$ cat config.mk
export PLATFORM = sky130hd
export DESIGN_NAME = knob_position_conditioner_flat
export DESIGN_NICKNAME = d
export VERILOG_FILES = /design/src/sv/kpc_pkg.sv /design/src/sv/kpc_sample_if.sv /design/src/sv/kpc_result_if.sv /design/src/sv/kpc_ctrl.sv /design/src/sv/kpc_datapath.sv /design/src/sv/knob_position_conditioner.sv /design/src/flat_wrapper.sv
export SDC_FILE = /design/constraint.sdc
export NUM_CORES = 1
export LEC_CHECK = 0
export ABC_AREA = 0
export CAP_MARGIN = 20
export CORE_UTILIZATION = 55
export CTS_CLUSTER_SIZE = 10
export DETAILED_ROUTE_END_ITERATION = 6
export DONT_BUFFER_PORTS = 1
export HOLD_SLACK_MARGIN = 0.02
export PLACE_DENSITY = 0.73
export SYNTH_ARGS = -nofsm -noshare
export SYNTH_HDL_FRONTEND = slang
export SYNTH_HIERARCHICAL = 1
export SYNTH_SLANG_ARGS = --single-unit
$ cat constraint.sdc
create_clock -name clk -period 11.1 [get_ports clk]
set_input_delay 1.665 -clock clk [delete_from_list [all_inputs] [get_ports clk]]
set_output_delay 1.665 -clock clk [all_outputs]
set_load 0.05 [all_outputs]
$ cat src/sv/kpc_pkg.sv
// kpc_pkg: shared types and constants for the knob position conditioner.
// Holds the controller states, the command and status structs, and register indexes.
// No dependencies.
`default_nettype none

package kpc_pkg;

	localparam int MV_W   = 16;            // millivolt fields
	localparam int PM_W   = 10;            // per mille fields
	localparam int PROD_W = 26;            // product range used (offset*1000 < 2^26)
	localparam int ROOT_W = 20;            // radicand range (pos*1000 <= 1e6 < 2^20)
	localparam int IDX_W  = 3;             // config register index
	localparam int STEP_W = 4;             // iteration counter

	localparam logic [STEP_W-1:0] DIV_LAST  = STEP_W'(9);   // 10 quotient bits
	localparam logic [STEP_W-1:0] ROOT_LAST = STEP_W'(9);   // 10 root bits

	localparam logic [PM_W-1:0]   PM_FULL    = 10'd1000;
	localparam logic [PM_W-1:0]   DETENT_LO  = 10'd480;
	localparam logic [PM_W-1:0]   DETENT_HI  = 10'd520;
	localparam logic [PM_W-1:0]   DETENT_MID = 10'd500;
	localparam logic [PM_W-1:0]   SNAP_LO    = 10'd10;
	localparam logic [PM_W-1:0]   SNAP_HI    = 10'd990;
	localparam logic [MV_W-1:0]   DEFAULT_FS = 16'd3300;
	localparam logic [ROOT_W-1:0] ROOT_TOP   = ROOT_W'(1) << 18;
	localparam logic [PM_W-1:0]   HYST_RESET = 10'd10;

	// configuration register indexes
	localparam logic [IDX_W-1:0] REG_WINDOW_MIN = 3'd0;
	localparam logic [IDX_W-1:0] REG_WINDOW_MAX = 3'd1;
	localparam logic [IDX_W-1:0] REG_FULL_SCALE = 3'd2;
	localparam logic [IDX_W-1:0] REG_TAPER      = 3'd3;
	localparam logic [IDX_W-1:0] REG_INVERT     = 3'd4;
	localparam logic [IDX_W-1:0] REG_HYST       = 3'd5;

	typedef enum logic [1:0] {
		TAPER_STD    = 2'd0,
		TAPER_DETENT = 2'd1,
		TAPER_LOG    = 2'd2,
		TAPER_ALOG   = 2'd3
	} taper_t;

	typedef enum logic [1:0] {
		MUL_OFFSET_K = 2'd0,   // clamped offset * 1000
		MUL_POS_K    = 2'd1,   // position * 1000
		MUL_POS_SQ   = 2'd2    // position * position
	} mul_sel_t;

	typedef enum logic [3:0] {
		S_IDLE,
		S_CHECK,
		S_DIV_INIT,
		S_DIV,
		S_POS,
		S_TAPER,
		S_SQRT_INIT,
		S_SQRT,
		S_ROOT,
		S_FINISH,
		S_OUT
	} state_t;

	typedef struct packed {
		logic     load;        // capture the input beat
		logic     mul_en;
		mul_sel_t mul_sel;
		logic     div_init;
		logic     div_k;       // divisor is 1000 instead of the window span
		logic     div_step;
		logic     pos_zero;
		logic     pos_quo;
		logic     sqrt_init;
		logic     sqrt_step;
		logic     pos_root;
		logic     finish;
	} cmd_t;

	typedef struct packed {
		logic   err;
		logic   empty;
		taper_t taper;
	} stat_t;

endpackage

`default_nettype wire

$ cat src/sv/kpc_sample_if.sv
// kpc_sample_if: input channel of the knob position conditioner.
// One beat carries one millivolt sample and its read-error flag. No dependencies.
`default_nettype none

interface kpc_sample_if;
	logic        valid;
	logic        ready;
	logic [15:0] sample_mv;
	logic        read_error;

	modport source (output valid, output sample_mv, output read_error, input ready);
	modport sink   (input valid, input sample_mv, input read_error, output ready);
endinterface

`default_nettype wire

$ cat src/sv/kpc_result_if.sv
// kpc_result_if: output channel of the knob position conditioner.
// One beat carries position, changed flag and status. No dependencies.
`default_nettype none

interface kpc_result_if;
	logic       valid;
	logic       ready;
	logic [9:0] position_promille;
	logic       changed;
	logic       status;

	modport source (output valid, output position_promille, output changed,
		output status, input ready);
	modport sink   (input valid, input position_promille, input changed,
		input status, output ready);
endinterface

`default_nettype wire

$ cat src/sv/kpc_ctrl.sv
// kpc_ctrl: sequencer of the knob position conditioner.
// Drives the datapath through cmd_t and reads stat_t; uses kpc_pkg.
`default_nettype none

module kpc_ctrl
	import kpc_pkg::*;
(
	input  wire logic  clk,
	input  wire logic  arst_n,
	input  wire logic  in_valid,
	output logic       in_ready,
	output logic       out_valid,
	input  wire logic  out_ready,
	input  wire stat_t stat,
	output cmd_t       cmd
);

	state_t            state_q, state_d;
	logic [STEP_W-1:0] cnt_q, cnt_d;
	logic              second_q, second_d;   // running the x*x/1000 division

	always_ff @(posedge clk or negedge arst_n) begin
		if (!arst_n) begin
			state_q  <= S_IDLE;
			cnt_q    <= '0;
			second_q <= 1'b0;
		end else begin
			state_q  <= state_d;
			cnt_q    <= cnt_d;
			second_q <= second_d;
		end
	end

	always_comb begin
		state_d   = state_q;
		cnt_d     = cnt_q;
		second_d  = second_q;
		cmd       = '0;
		cmd.mul_sel = MUL_OFFSET_K;
		in_ready  = 1'b0;
		out_valid = 1'b0;
		case (state_q)
			S_IDLE: begin
				in_ready = 1'b1;
				if (in_valid) begin
					cmd.load = 1'b1;
					second_d = 1'b0;
					state_d  = S_CHECK;
				end
			end
			S_CHECK: begin
				if (stat.err) begin
					state_d = S_FINISH;
				end else if (stat.empty) begin
					cmd.pos_zero = 1'b1;
					state_d      = S_TAPER;
				end else begin
					cmd.mul_en  = 1'b1;
					cmd.mul_sel = MUL_OFFSET_K;
					state_d     = S_DIV_INIT;
				end
			end
			S_DIV_INIT: begin
				cmd.div_init = 1'b1;
				cmd.div_k    = second_q;
				cnt_d        = '0;
				state_d      = S_DIV;
			end
			S_DIV: begin
				cmd.div_step = 1'b1;
				cnt_d        = cnt_q + 1'b1;
				if (cnt_q == DIV_LAST) begin
					state_d = S_POS;
				end
			end
			S_POS: begin
				cmd.pos_quo = 1'b1;
				state_d     = second_q ? S_FINISH : S_TAPER;
			end
			S_TAPER: begin
				case (stat.taper)
					TAPER_LOG: begin
						cmd.mul_en  = 1'b1;
						cmd.mul_sel = MUL_POS_K;
						state_d     = S_SQRT_INIT;
					end
					TAPER_ALOG: begin
						cmd.mul_en  = 1'b1;
						cmd.mul_sel = MUL_POS_SQ;
						second_d    = 1'b1;
						state_d     = S_DIV_INIT;
					end
					default: begin
						state_d = S_FINISH;
					end
				endcase
			end
			S_SQRT_INIT: begin
				cmd.sqrt_init = 1'b1;
				cnt_d         = '0;
				state_d       = S_SQRT;
			end
			S_SQRT: begin
				cmd.sqrt_step = 1'b1;
				cnt_d         = cnt_q + 1'b1;
				if (cnt_q == ROOT_LAST) begin
					state_d = S_ROOT;
				end
			end
			S_ROOT: begin
				cmd.pos_root = 1'b1;
				state_d      = S_FINISH;
			end
			S_FINISH: begin
				cmd.finish = 1'b1;
				state_d    = S_OUT;
			end
			S_OUT: begin
				out_valid = 1'b1;
				if (out_ready) begin
					state_d = S_IDLE;
				end
			end
			default: begin
				state_d = S_IDLE;
			end
		endcase
	end

endmodule

`default_nettype wire

$ cat src/sv/kpc_datapath.sv
// kpc_datapath: config registers, shared multiplier, restoring divider,
// bit-pair square root, finishing logic and baseline. Uses kpc_pkg.
`default_nettype none

module kpc_datapath
	import kpc_pkg::*;
(
	input  wire logic             clk,
	input  wire logic             arst_n,
	input  wire logic             cfg_we,
	input  wire logic [IDX_W-1:0] cfg_index,
	input  wire logic [MV_W-1:0]  cfg_data,
	input  wire logic [MV_W-1:0]  sample_mv,
	input  wire logic             read_error,
	input  wire cmd_t             cmd,
	output stat_t                 stat,
	output logic [PM_W-1:0]       position_promille,
	output logic                  changed,
	output logic                  status
);

	// configuration
	logic [MV_W-1:0] win_min_q, win_max_q, full_scale_q;
	taper_t          taper_q;
	logic            invert_q;
	logic [PM_W-1:0] hyst_q;

	always_ff @(posedge clk or negedge arst_n) begin
		if (!arst_n) begin
			win_min_q    <= '0;
			win_max_q    <= '0;
			full_scale_q <= DEFAULT_FS;
			taper_q      <= TAPER_STD;
			invert_q     <= 1'b0;
			hyst_q       <= HYST_RESET;
		end else if (cfg_we) begin
			case (cfg_index)
				REG_WINDOW_MIN: win_min_q    <= cfg_data;
				REG_WINDOW_MAX: win_max_q    <= cfg_data;
				REG_FULL_SCALE: full_scale_q <= cfg_data;
				REG_TAPER:      taper_q      <= taper_t'(cfg_data[1:0]);
				REG_INVERT:     invert_q     <= cfg_data[0];
				REG_HYST:       hyst_q       <= cfg_data[PM_W-1:0];
				default: ;
			endcase
		end
	end

	// captured beat
	logic [MV_W-1:0] mv_q;
	logic            err_q;

	always_ff @(posedge clk) begin
		if (cmd.load) begin
			mv_q  <= sample_mv;
			err_q <= read_error;
		end
	end

	// window
	logic [MV_W-1:0] lo, hi, clamped, offset, span;

	always_comb begin
		lo = win_min_q;
		hi = win_max_q;
		if (win_min_q == '0 && win_max_q == '0) begin
			hi = (full_scale_q != '0) ? full_scale_q : DEFAULT_FS;
		end
		clamped = mv_q;
		if (clamped < lo) clamped = lo;
		if (clamped > hi) clamped = hi;
		offset = clamped - lo;
		span   = hi - lo;
	end

	assign stat.err   = err_q;
	assign stat.empty = (lo >= hi);
	assign stat.taper = taper_q;

	// shared multiplier, registered
	logic [PM_W-1:0]   pos_q;
	logic [MV_W-1:0]   mul_a, mul_b;
	logic [PROD_W-1:0] mul_q;

	always_comb begin
		case (cmd.mul_sel)
			MUL_POS_K: begin
				mul_a = MV_W'(pos_q);
				mul_b = MV_W'(PM_FULL);
			end
			MUL_POS_SQ: begin
				mul_a = MV_W'(pos_q);
				mul_b = MV_W'(pos_q);
			end
			default: begin
				mul_a = offset;
				mul_b = MV_W'(PM_FULL);
			end
		endcase
	end

	always_ff @(posedge clk) begin
		if (cmd.mul_en) begin
			mul_q <= PROD_W'(mul_a) * PROD_W'(mul_b);
		end
	end

	// restoring divider: quotient < 1024, so the top bits start the remainder
	logic [MV_W-1:0] rem_q, dvs_q;
	logic [PM_W-1:0] quo_q;          // low dividend bits shift out, quotient bits in
	logic [MV_W:0]   trial;
	logic            q_bit;

	assign trial = {rem_q, quo_q[PM_W-1]};
	assign q_bit = (trial >= {1'b0, dvs_q});

	always_ff @(posedge clk) begin
		if (cmd.div_init) begin
			rem_q <= mul_q[PROD_W-1:PM_W];
			quo_q <= mul_q[PM_W-1:0];
			dvs_q <= cmd.div_k ? MV_W'(PM_FULL) : span;
		end else if (cmd.div_step) begin
			rem_q <= q_bit ? MV_W'(trial - {1'b0, dvs_q}) : trial[MV_W-1:0];
			quo_q <= {quo_q[PM_W-2:0], q_bit};
		end
	end

	// bit-pair integer square root
	logic [ROOT_W-1:0] rad_q, root_q, rbit_q;
	logic [ROOT_W:0]   rtrial;
	logic              r_take;

	assign rtrial = {1'b0, root_q} + {1'b0, rbit_q};
	assign r_take = ({1'b0, rad_q} >= rtrial);

	always_ff @(posedge clk) begin
		if (cmd.sqrt_init) begin
			rad_q  <= mul_q[ROOT_W-1:0];
			root_q <= '0;
			rbit_q <= ROOT_TOP;
		end else if (cmd.sqrt_step) begin
			if (r_take) begin
				rad_q  <= ROOT_W'({1'b0, rad_q} - rtrial);
				root_q <= (root_q >> 1) + rbit_q;
			end else begin
				root_q <= root_q >> 1;
			end
			rbit_q <= rbit_q >> 2;
		end
	end

	// working position
	always_ff @(posedge clk) begin
		if (cmd.pos_zero) begin
			pos_q <= '0;
		end else if (cmd.pos_quo) begin
			pos_q <= (quo_q > PM_FULL) ? PM_FULL : quo_q;
		end else if (cmd.pos_root) begin
			pos_q <= (root_q > ROOT_W'(PM_FULL)) ? PM_FULL : root_q[PM_W-1:0];
		end
	end

	// detent, inversion, snaps, hysteresis
	logic [PM_W-1:0] detent, inv, cur, diff;
	logic            moved;
	logic [PM_W-1:0] base_q;

	always_comb begin
		detent = pos_q;
		if (taper_q == TAPER_DETENT && pos_q >= DETENT_LO && pos_q <= DETENT_HI) begin
			detent = DETENT_MID;
		end
		inv = invert_q ? PM_FULL - detent : detent;
		if (inv <= SNAP_LO) begin
			cur = '0;
		end else if (inv >= SNAP_HI) begin
			cur = PM_FULL;
		end else begin
			cur = inv;
		end
		diff  = (cur >= base_q) ? cur - base_q : base_q - cur;
		moved = (diff >= hyst_q);
	end

	always_ff @(posedge clk or negedge arst_n) begin
		if (!arst_n) begin
			base_q <= '0;
		end else if (cmd.finish && !err_q && moved) begin
			base_q <= cur;
		end
	end

	logic [PM_W-1:0] res_pos_q;
	logic            res_changed_q, res_status_q;

	always_ff @(posedge clk) begin
		if (cmd.finish) begin
			if (err_q) begin
				res_pos_q     <= base_q;
				res_changed_q <= 1'b0;
				res_status_q  <= 1'b1;
			end else begin
				res_pos_q     <= moved ? cur : base_q;
				res_changed_q <= moved;
				res_status_q  <= 1'b0;
			end
		end
	end

	assign position_promille = res_pos_q;
	assign changed           = res_changed_q;
	assign status            = res_status_q;

endmodule

`default_nettype wire

$ cat src/sv/knob_position_conditioner.sv
// knob_position_conditioner: top level; ties the sequencer to the datapath.
// Depends on kpc_pkg, kpc_sample_if, kpc_result_if, kpc_ctrl, kpc_datapath.
//
// Usage
//   sample_in  : valid/ready beat of one millivolt sample plus read_error.
//   result_out : valid/ready beat of position_promille, changed, status;
//                exactly one result beat per sample beat, in order.
//   cfg_*      : write-only port, register index 0..5 in the order
//                window min, window max, full scale, taper, invert, hysteresis.
//                Write only while no sample is in flight.
// Sequence (one item at a time; sample_in.ready is high only when idle)
//   read error          :  check, then finish with status set
//   empty window        :  position 0, then the taper step as below
//   standard / detent   : scale divide, then finish
//   logarithmic         : scale divide plus 10-step root
//   anti-logarithmic    : scale divide plus second 10-step divide by 1000
//   The restoring divider and the square root each run 10 steps;
//   after the result handshake the sequencer returns to idle.
// Reset: config returns to its defaults (full scale 3300, hysteresis 10),
//   the baseline clears to 0, no result is pending.
// Stall: the result holds on result_out until ready; no new sample is taken
//   until it has been delivered.
`default_nettype none

module knob_position_conditioner
	import kpc_pkg::*;
(
	input  wire logic             clk,
	input  wire logic             arst_n,
	input  wire logic             cfg_we,
	input  wire logic [IDX_W-1:0] cfg_index,
	input  wire logic [MV_W-1:0]  cfg_data,
	kpc_sample_if.sink            sample_in,
	kpc_result_if.source          result_out
);

	cmd_t  cmd;     // sequencer -> datapath
	stat_t stat;    // datapath -> sequencer

	kpc_ctrl u_ctrl (
		.clk       (clk),
		.arst_n    (arst_n),
		.in_valid  (sample_in.valid),
		.in_ready  (sample_in.ready),
		.out_valid (result_out.valid),
		.out_ready (result_out.ready),
		.stat      (stat),
		.cmd       (cmd)
	);

	kpc_datapath u_dp (
		.clk               (clk),
		.arst_n            (arst_n),
		.cfg_we            (cfg_we),
		.cfg_index         (cfg_index),
		.cfg_data          (cfg_data),
		.sample_mv         (sample_in.sample_mv),
		.read_error        (sample_in.read_error),
		.cmd               (cmd),
		.stat              (stat),
		.position_promille (result_out.position_promille),
		.changed           (result_out.changed),
		.status            (result_out.status)
	);

endmodule

`default_nettype wire
$ cat src/flat_wrapper.sv
// flat-port wrapper written by rule: the top's interface ports become plain ports
module knob_position_conditioner_flat import kpc_pkg::*;
  (clk, arst_n, cfg_we, cfg_index, cfg_data, sample_in_valid, sample_in_sample_mv, sample_in_read_error, sample_in_ready, result_out_valid, result_out_position_promille, result_out_changed, result_out_status, result_out_ready);
  kpc_sample_if sample_in_i ();
  kpc_result_if result_out_i ();
  input  wire logic clk;
  input  wire logic arst_n;
  input  wire logic cfg_we;
  input  wire logic [IDX_W-1:0] cfg_index;
  input  wire logic [MV_W-1:0] cfg_data;
  input wire logic [$bits(sample_in_i.valid)-1:0] sample_in_valid;
  input wire logic [$bits(sample_in_i.sample_mv)-1:0] sample_in_sample_mv;
  input wire logic [$bits(sample_in_i.read_error)-1:0] sample_in_read_error;
  output wire logic [$bits(sample_in_i.ready)-1:0] sample_in_ready;
  output wire logic [$bits(result_out_i.valid)-1:0] result_out_valid;
  output wire logic [$bits(result_out_i.position_promille)-1:0] result_out_position_promille;
  output wire logic [$bits(result_out_i.changed)-1:0] result_out_changed;
  output wire logic [$bits(result_out_i.status)-1:0] result_out_status;
  input wire logic [$bits(result_out_i.ready)-1:0] result_out_ready;
  assign sample_in_i.valid = sample_in_valid;
  assign sample_in_i.sample_mv = sample_in_sample_mv;
  assign sample_in_i.read_error = sample_in_read_error;
  assign sample_in_ready = sample_in_i.ready;
  assign result_out_valid = result_out_i.valid;
  assign result_out_position_promille = result_out_i.position_promille;
  assign result_out_changed = result_out_i.changed;
  assign result_out_status = result_out_i.status;
  assign result_out_i.ready = result_out_ready;
  knob_position_conditioner u_core (.clk(clk), .arst_n(arst_n), .cfg_we(cfg_we), .cfg_index(cfg_index), .cfg_data(cfg_data), .sample_in(sample_in_i), .result_out(result_out_i));
endmodule
# Word-level counts from Yosys, hierarchy flattened
# Index checks and enable logic that the tools add are counted.
# word_totals
reg_bits,237
latchBits,0
mem_bits_rw,0
mem_bits_ro,0
inputBits,41
out_inout_bits,14
elab_cells,160
mem_count,0
# op_classes
addsub,10
n_mul,1
n_div,0
order_cmp,13
n_eq_ne,26
n_shift,0
n_mux,58
n_bitwise,0
reduce_logical,29
# ops
op,count
2-to-1 mux 10 bit,14
2-to-1 mux 16 bit,8
2-to-1 mux 20 bit,4
subtractor 16 bit,3
one-hot mux 4 bit (11 select lines),1
zero test 16 bit,2
multiplier 16 x 16 -> 26 bit,1
2-to-1 mux 4 bit,6
adder 20 x 19 -> 21 bit,1
>= comparator 20 x 21 -> 1 bit,1
adder 19 x 19 -> 20 bit,1
>= comparator 10 bit,2
"> comparator 20 x 10 -> 1 bit, second input constant",1
subtractor 10 bit,2
subtractor 20 bit,1
>= comparator 17 x 16 -> 1 bit,1
"== test 4 x 3 -> 1 bit, second input constant",4
"== test 4 bit, second input constant",4
>= comparator 16 bit,1
> comparator 16 bit,1
< comparator 16 bit,1
2-to-1 mux 1 bit,16
one-hot mux 4 bit (2 select lines),2
nonzero test 16 bit,1
other kinds (28),58

# Longest topological paths before layout
# Gate-level depths: netlist of the first run.
# logic_depth
word_depth,14
depth_mapped,46
depth_no_buf,44

# By module
# Netlist of the first run, hierarchy kept.
# modules_own_cells
mod,n_inst,cells_per_inst,area_each_um2,seq_area_each_um2
kpc_datapath,1,2247,20792.4,6100.9
kpc_ctrl,1,90,681.9,225.2

# Worst setup path after synthesis of the first run
# OpenSTA, ideal clock, no wires.
# synth_timing
kind,register to register
start,"register u_core.u_dp.win_min_q[5], in the netlist u_core/u_dp/lo[5]"
end,register u_core.u_dp.mul_q[25] (data pin)
t_arrival_ps,10685
required_time_ps,10840
path_slack_ps,155
path_stages_with_launch,46
n_path_buf,3
period_less_slack_ps,10945
cell_sequence,dfrtp_1 inv_1 ha_1 a21oi_1 nand2_1 a21o_1 o311a_1 o21ai_1 clkbuf_1 mux2_2 ha_1 nand2_1 nor4_1 a21boi_0 o31a_1 clkbuf_1 clkbuf_1 a21oi_1 [... 10 more ...] fa_1 inv_1 fa_1 fa_1 fa_1 inv_1 fa_1 inv_1 ha_1 o21a_1 nor2_1 or2_2 a31oi_1 nor2_1 a211o_1 o21ai_0 a21oi_1 xnor2_1
# synth_between
elab_chain_len,8
word_cells_on_any_way,10
cone_classes,add/sub: 1; mul: 1; order compare: 2; mux: 4; reduce/logical: 2
# synth_rtl
element,line,source
from (decl),kpc_datapath.sv:23,"logic [MV_W-1:0] win_min_q, win_max_q, full_scale_q;"
from (signal assigned),kpc_datapath.sv:38,REG_WINDOW_MIN: win_min_q <= cfg_data;
branches (longest 5 deep; another with < comparator 16 bit),-,
subtractor 16 bit *,kpc_datapath.sv:72,offset = clamped - lo;
2-to-1 mux 16 bit *,kpc_datapath.sv:86,case (cmd.mul_sel)
multiplier 16 x 16 -> 26 bit *,kpc_datapath.sv:104,mul_q <= PROD_W'(mul_a) * PROD_W'(mul_b);
to (signal assigned),kpc_datapath.sv:104,
to (decl),kpc_datapath.sv:83,logic [PROD_W-1:0] mul_q;
# Mark *: on every way between the ends.
# A chain may end at the register's enable or synchronous reset.

# Worst setup path in the final report of the first run
# layout_timing
start,"register u_core.u_dp.win_min_q[2], in the netlist u_core/u_dp/lo[2]"
end,register u_core.u_dp.mul_q[25] (data pin)
# The elaborated chain is that of the path after synthesis.

==> results_dict.tcl, run 1 <==
set metrics [dict create \
    drt-total-wl_mm 54.82 \
    io_buffers 0 \
    outcome "finished, final reports clean" \
    ys_warn_count 6 \
    depth_of_the_worst_register_to_register_path 44 \
    grt_start_max_net_pins 81 \
    cp_top_family "adder cells" \
    setup_viol 0 \
    synth_sequential_area_ratio_pct 29.46 \
    combinational_family_with_the_most_area_after_synthesis "adder cells" \
    grt_antenna_before_repair 0 \
    fin_crit_sh_pct 96.40 \
    layout-drive-gt1-share_pct 9.868 \
    cp.buffers_inverters 6 \
    layout-area-overhead-vs-synth_pct 7.767 \
    maxSlewHeadroom_pct 22.83 \
    grt_overflow 0 \
    wire_length_of_the_first_global_routing_pass_mm 86.69 \
    cts.root.buffer_cell "sky130_fd_sc_hd__clkbuf_16" \
    start_kind "register" \
    cpPeakStageDelay_ns 0.57 \
    drcViolationCount 0 \
    io_pins 55 \
    crit_slowest_cell "sky130_fd_sc_hd__fa_1" \
    fin_nets 2689 \
    inserted_clock_buffers 29 \
    synth_fa_ha_area_share_pct 23.28 \
    synthesis.instances 2337 \
    final.setup.tns_ns 0 \
    combined_area_of_the_multi_input_logic_cells_um2 14070 \
    synth_ff_type "sky130_fd_sc_hd__edfxtp_1" \
    post-dp-hpwl_mm 42.28 \
    placedCellCount 2793 \
    sequential_cell_area_um2 6326 \
    h-tree-depth 1 \
    grt.total_usage_pct 27.64 \
    timing.hold.worst.class "register to register" \
    mappedNetlistArea_um2 21470 \
    clkSlewWorstSetupHoldPaths_ns 0.06 \
    cts_sinks 237 \
    initial_standard_cell_utilization_of_the_core_pct 55.70 \
    critical_path_cell_count 44 \
    cp.required_ns 11.43 \
    synth_simple_gate_area_share_pct 14.95 \
    critical_path_class "register to register" \
    syn_avg_cell_area_um2 9.189 \
    worst-endpoint-arrival_ns 11.03 \
    yosys.area_share.xor_xnor_pct 4.772 \
    clock_latency_reported_for_the_late_side_of_the_worst_skew_pair_ns 0.58 \
    compound_cell_area_share_of_the_yosys_netlist_pct 15.09 \
    f_max_mhz 93.46 \
    final_antenna_net_count 0 \
    gp_congestion 0.9500 \
    postSynth.asyncResetShare_pct 33.76 \
    core_area_um2 38560 \
    drt_iter0_drc 1122 \
    cp_common_cell "sky130_fd_sc_hd__fa_1" \
    via_count_of_the_first_global_routing_pass 16740 \
    layoutNonFillerInstCount 2859 \
    finalCriticalPeriod_ns 10.70 \
    via_cell_ratio 5.936 \
    regToRegSetupSlack_ns 0.40 \
    slew_violations 0 \
    muxShareOfSynthArea_pct 6.531 \
    synth_seq_cells 237 \
    insertedDiodeCount 0 \
    crit_path_end_kind "register" \
    vias_after_detailed_routing 16970 \
    hold_slack_ns 0.5076 \
    drt_pass1_iterations 6 \
    std_cell_rows 72 \
    cts_tree "done" \
    filler_cell_count 3344 \
    die-width_um 199.6 \
    timing.critical_path.fanout_max 7 \
    worst_clock_skew_ns 0.01414 \
    net_count_synth 2708 \
    dieHeight_um 199.6 \
    timing.hold.worst_path_depth 1 \
    fp.dieArea_um2 39840 \
    wl_per_cell_um 19.17 \
    drv.max_cap_violation_count 0 \
    synth-edff-count 117 \
    worst-slew-pin-transition_ns 1.153 \
    hold_violations 0 \
    ctsLongestPathBuffers 3 \
    ctsHoldBuffers 0 \
    distinct_cell_type_count_after_synthesis 83 \
]
-- Yosys cell counts (21+ instances only) --
cell type	count	area [um^2]
sky130_fd_sc_hd__mux2_2	95	1070
sky130_fd_sc_hd__nand2b_1	39	244.0
sky130_fd_sc_hd__nand2_1	204	765.7
sky130_fd_sc_hd__inv_1	248	930.9
sky130_fd_sc_hd__xor2_1	48	420.4
sky130_fd_sc_hd__xnor2_1	69	604.3
sky130_fd_sc_hd__fa_1	116	2322
sky130_fd_sc_hd__a21o_1	49	367.9
sky130_fd_sc_hd__dfrtp_1	72	1802
sky130_fd_sc_hd__nand3_1	34	170.2
sky130_fd_sc_hd__nor2b_1	27	168.9
sky130_fd_sc_hd__clkbuf_1	74	277.8
sky130_fd_sc_hd__nor2_1	215	807.0
sky130_fd_sc_hd__ha_1	214	2678
sky130_fd_sc_hd__o21ai_0	115	575.6
sky130_fd_sc_hd__a21oi_1	143	715.7
sky130_fd_sc_hd__dfxtp_1	40	800.8
sky130_fd_sc_hd__edfxtp_1	117	3513
sky130_fd_sc_hd__nor4_1	21	131.4
sky130_fd_sc_hd__nor3_1	40	200.2
sky130_fd_sc_hd__mux2i_1	31	310.3
-- placed cells by master, fill, tap and decap left out, types with 9 or more instances in the layout --
cell type,instances
sky130_fd_sc_hd__dfrtp_1,72
sky130_fd_sc_hd__and3_1,11
sky130_fd_sc_hd__o21ai_1,9
sky130_fd_sc_hd__nand2b_1,39
sky130_fd_sc_hd__nand4_1,17
sky130_fd_sc_hd__fa_1,116
sky130_fd_sc_hd__xnor2_1,67
sky130_fd_sc_hd__nor2b_1,27
sky130_fd_sc_hd__mux2i_1,31
sky130_fd_sc_hd__o21bai_1,16
sky130_fd_sc_hd__a31oi_1,17
sky130_fd_sc_hd__clkbuf_1,15
sky130_fd_sc_hd__a211oi_1,18
sky130_fd_sc_hd__o21a_1,18
sky130_fd_sc_hd__xor2_1,48
sky130_fd_sc_hd__or2_2,12
sky130_fd_sc_hd__nor4_1,18
sky130_fd_sc_hd__or3_1,10
sky130_fd_sc_hd__nand3b_1,13
sky130_fd_sc_hd__and2_1,17
sky130_fd_sc_hd__dfxtp_1,40
sky130_fd_sc_hd__nand3_1,34
sky130_fd_sc_hd__ha_1,213
sky130_fd_sc_hd__o21ai_0,111
sky130_fd_sc_hd__mux2_2,94
sky130_fd_sc_hd__nand2_1,204
sky130_fd_sc_hd__edfxtp_1,117
sky130_fd_sc_hd__nor2_1,213
sky130_fd_sc_hd__o311ai_0,10
sky130_fd_sc_hd__a21o_1,49
sky130_fd_sc_hd__nor3_1,38
sky130_fd_sc_hd__a21oi_1,139
sky130_fd_sc_hd__inv_1,247
sky130_fd_sc_hd__buf_4,31
sky130_fd_sc_hd__o31ai_1,11
sky130_fd_sc_hd__clkbuf_16,29
-- final timing paths --
| path | from | to |
|---|---|---|
| max in group asynchronous | arst_n | u_core/u_dp/full_scale_q[11] |
| min reg2reg | u_core/u_dp/hyst_q[8] | u_core/u_dp/hyst_q[8] |
| min in group asynchronous | arst_n | u_core/u_dp/base_q[8] |
| max | u_core/u_dp/lo[2] | u_core/u_dp/mul_q[25] |
| max reg2reg | u_core/u_dp/lo[2] | u_core/u_dp/mul_q[25] |
| min | u_core/u_dp/hyst_q[8] | u_core/u_dp/hyst_q[8] |
-- kinds of logic after synthesis --
family | Yosys count
xor gates and xnor gates | 117
DFF | 237
buffers and inverters | 336
AOI/OAI and AO/OA | 506
muxes | 127
and+or+nand+nor | 684
adders and majority gates | 330
-- cell type report --
class,count,share of cell area [%]
Clock buffer,48,3.617
Tap cell,518,2.801
Multi-Input combinational cell,1765,60.80
Timing Repair Buffer,35,1.216
Inverter,250,4.055
Clock inverter,6,0.1784
Sequential cell,237,27.34
-- metrics by stage --
stage / worst slack [ns] / instance area [um^2] / utilization [%]
final: 0.3998 / 23140 / 60.02
after floorplan: 0.1553 / 21470 / -
after global placement: 0.3947 / 22050 / 57.19
after detailed placement: 0.1424 / 22050 / 57.19
after CTS: 0.05374 / 22930 / 59.47
after global routing: -0.1140 / 23140 / 60.02
-- repair_timing --
item	CTS	global route
setup endpoints to repair	0	10
resized for setup	0	28
buffers inserted	0	7
-- per-layer routing --
layer	GRT usage (%)	wire length, um
met5	0	0
met4	7.945	1616
met3	3.561	3353
met2	47.58	26450
met1	36.26	23400
-- sequential cells by signal (all words and copies together) (netlist names), 16 cells and up --
signal and flops:
u_core/u_dp/root_q 20, u_core/u_dp/full_scale_q 16, u_core/u_dp/mv_q 16, u_core/u_dp/lo 16, u_core/u_dp/dvs_q 16, u_core/u_dp/mul_q 26, u_core/u_dp/win_max_q 16, u_core/u_dp/rem_q 16
u_core/u_dp/rad_q 20
Power of run 1 is left out: the tool's default activity adds up to more than one toggle a clock period on the data nets, which glitch-free logic cannot reach.
==> inputs of run 2 (changes only) <==
--- a/config.mk
+++ b/config.mk
@@ -8,12 +8,10 @@
 export ABC_AREA = 0
 export CAP_MARGIN = 20
 export CORE_UTILIZATION = 55
-export CTS_CLUSTER_SIZE = 10
 export DETAILED_ROUTE_END_ITERATION = 6
 export DONT_BUFFER_PORTS = 1
 export HOLD_SLACK_MARGIN = 0.02
 export PLACE_DENSITY = 0.73
 export SYNTH_ARGS = -nofsm -noshare
 export SYNTH_HDL_FRONTEND = slang
-export SYNTH_HIERARCHICAL = 1
 export SYNTH_SLANG_ARGS = --single-unit
==> results_dict.tcl, run 2 <==
set metrics [dict create \
    clkSlewWorstSetupHoldPaths_ns 0.06 \
    drt_iter0_drc 1235 \
    grt_start_max_net_pins 81 \
    cts.root.buffer_cell "sky130_fd_sc_hd__clkbuf_16" \
    maxSlewHeadroom_pct 24.16 \
    final.setup.tns_ns 0 \
    netlist_top_cells_count "sky130_fd_sc_hd__nand2_1 (261), sky130_fd_sc_hd__nor2_1 (248), sky130_fd_sc_hd__ha_1 (214), sky130_fd_sc_hd__inv_1 (214), sky130_fd_sc_hd__a21oi_1 (184)" \
    drt-total-wl_mm 55.59 \
    grt_overflow 0 \
    layout.cells.most_common "sky130_fd_sc_hd__nand2_1" \
    hold_slack_ns 0.5074 \
    io_pins 55 \
    cts_sinks 237 \
    most_frequent_cell_after_synthesis "sky130_fd_sc_hd__nand2_1" \
    slew_violations 0 \
    postSynth.asyncResetShare_pct 33.76 \
    postLayoutSetupSlackWorst_ns 0.2050 \
    ys_warn_count 0 \
    synth_seq_cells 237 \
    synth_area_leader_cell "sky130_fd_sc_hd__edfxtp_1" \
    fin_crit_sh_pct 98.15 \
    fin_nets 2755 \
    finalCriticalPeriod_ns 10.90 \
    drcViolationCount 0 \
    die-width_um 198.5 \
    std_cell_rows 71 \
    grt_antenna_before_repair 0 \
    ctsLongestPathBuffers 3 \
    dieHeight_um 198.5 \
    outcome "finished, final reports clean" \
    synth_ff_type "sky130_fd_sc_hd__edfxtp_1" \
    drv.max_cap_violation_count 0 \
    worst-endpoint-arrival_ns 11.20 \
    f_max_mhz 91.79 \
    top_regs "u_core.u_dp.mul_q: 26 flops, u_core.u_dp.rad_q: 20 flops, u_core.u_dp.root_q: 20 flops" \
    vias_after_detailed_routing 17550 \
    largest_register_ff_count 26 \
    worst-slew-pin-transition_ns 1.135 \
    layout-drive-gt1-share_pct 10.40 \
    cts_tree "done" \
    final_antenna_net_count 0 \
    cpPeakStageDelay_ns 0.63 \
    cp_top_family "adder cells" \
    worst_clock_skew_ns 0.02825 \
    regMostFlops "u_core.u_dp.mul_q" \
    timing.hold.worst.class "register to register" \
    synthesis.instances 2371 \
    timing.critical_path.fanout_max 8 \
    ctsHoldBuffers 0 \
    wire_length_of_the_first_global_routing_pass_mm 90.28 \
    setup_viol 0 \
    net_count_synth 2742 \
    distinct_cell_type_count_after_synthesis 76 \
    layout-area-overhead-vs-synth_pct 9.219 \
    insertedDiodeCount 0 \
    inserted_clock_buffers 27 \
    cp.required_ns 11.41 \
    drt_pass1_iterations 5 \
    critical_path_class "register to register" \
    netlist.area_leader.share_pct 16.54 \
    h-tree-depth 1 \
    pre_cts_slack_ns -0.1635 \
    clock_latency_reported_for_the_late_side_of_the_worst_skew_pair_ns 0.58 \
    core_area_um2 37840 \
    crit_slowest_cell "sky130_fd_sc_hd__fa_1" \
    post-dp-hpwl_mm 42.92 \
    start_kind "register" \
    fp.dieArea_um2 39410 \
    cp_common_cell "sky130_fd_sc_hd__fa_1" \
    gp_congestion 0.9441 \
    synth-edff-count 117 \
    netlist_top_cells_area "sky130_fd_sc_hd__edfxtp_1 (17%), sky130_fd_sc_hd__ha_1 (13%), sky130_fd_sc_hd__fa_1 (11%), sky130_fd_sc_hd__dfrtp_1 (8.5%), sky130_fd_sc_hd__nand2_1 (4.6%)" \
    via_count_of_the_first_global_routing_pass 17310 \
    wl_per_cell_um 19.06 \
    synth_sequential_area_ratio_pct 29.78 \
    via_cell_ratio 6.019 \
    grt.total_usage_pct 28.75 \
    cp.buffers_inverters 4 \
    hold_violations 0 \
    initial_standard_cell_utilization_of_the_core_pct 56.12 \
    layout_common_cells "sky130_fd_sc_hd__nand2_1 (260), sky130_fd_sc_hd__nor2_1 (247), sky130_fd_sc_hd__inv_1 (213)" \
    mappedNetlistArea_um2 21240 \
    crit_path_end_kind "register" \
    io_buffers 0 \
    syn_avg_cell_area_um2 8.958 \
]
==> run 2: cell types whose count changed after synthesis, sizes merged, moves of 9 or more <==
cell	change
nand3b	-9
nand4	+10
a21o	-14
and2	-9
mux2	-25
inv	-35
nor2	+33
nand2	+57
mux2i	-9
o31ai	+9
a21oi	+41
a211oi	-10
==> run 2: layout make-up <==
class,count,area (um^2)
inverters,215,807.0
repair buffers,66,530.5
well taps,511,639.4
multi-input cells,1837,14050
clock buffers,38,737.0
clock inverters,12,106.4
fillers,3259,14650
flip-flops and latches,237,6326
==> run 2: repair_timing <==
action / 4_1_cts / 5_1_grt
setup endpoints to repair: 2 / 11
pin swaps: 2 / 27
resized for setup: 9 / 49
buffers inserted: 0 / 15
==> run 2: kinds of logic after synthesis <==
group | share of synthesized area (%)
and+or+nand+nor | 16.47
AOI/OAI and AO/OA | 14.95
adders and majority gates | 23.54
buffers and inverters | 5.349
DFF | 29.78
xor gates and xnor gates | 5.113
muxes | 4.795
==> run 2: stage by stage <==
stage / utilization (%) / instances / instance area [um^2]
after global routing: 61.30 / 2916 / 23200
after detailed placement: 58.02 / 2850 / 21960
after global placement: 57.98 / 2849 / 21940
after CTS: 60.32 / 2900 / 22830
final: 61.30 / 2916 / 23200
after floorplan: - / 2371 / 21240
==> run 2: worst reg2reg max path, delay by kind of cell (launching register included) <==
kind / cells / cell delay, ns
AOI/OAI and AO/OA: 16 / 3.61
xor gates and xnor gates: 2 / 0.37
adders and majority gates: 10 / 4.00
buffers and inverters: 4 / 0.46
DFF: 1 / 0.46
muxes: 3 / 0.90
and+or+nand+nor: 8 / 0.85
==> run 2: worst paths after layout <==
kind | startpoint | endpoint | slack (ns) | cells after the start
max | u_core.u_dp.mv_q[5] | u_core.u_dp.mul_q[24] | 0.20 | 43
min | u_core.u_dp.rbit_q[10] | u_core.u_dp.rbit_q[8] | 0.51 | 2
max reg2reg | u_core.u_dp.mv_q[5] | u_core.u_dp.mul_q[24] | 0.20 | 43
min reg2reg | u_core.u_dp.rbit_q[10] | u_core.u_dp.rbit_q[8] | 0.51 | 2
max in group asynchronous | arst_n | u_core.u_dp.full_scale_q[7] | 10.11 | 0
min in group asynchronous | arst_n | u_core.u_dp.hyst_q[7] | 0.79 | 0
==> run 2: per-layer routing <==
layer  vias up  share of wire [%]  global-route usage, %
met5         -                  0                      0
met3       107                6.2                  3.611
met4         0                3.0                  8.575
met2       609                 47                  47.76
met1      8593                 44                  39.21
li1       8243                  -                      -
Power of run 2 is left out for the same reason.
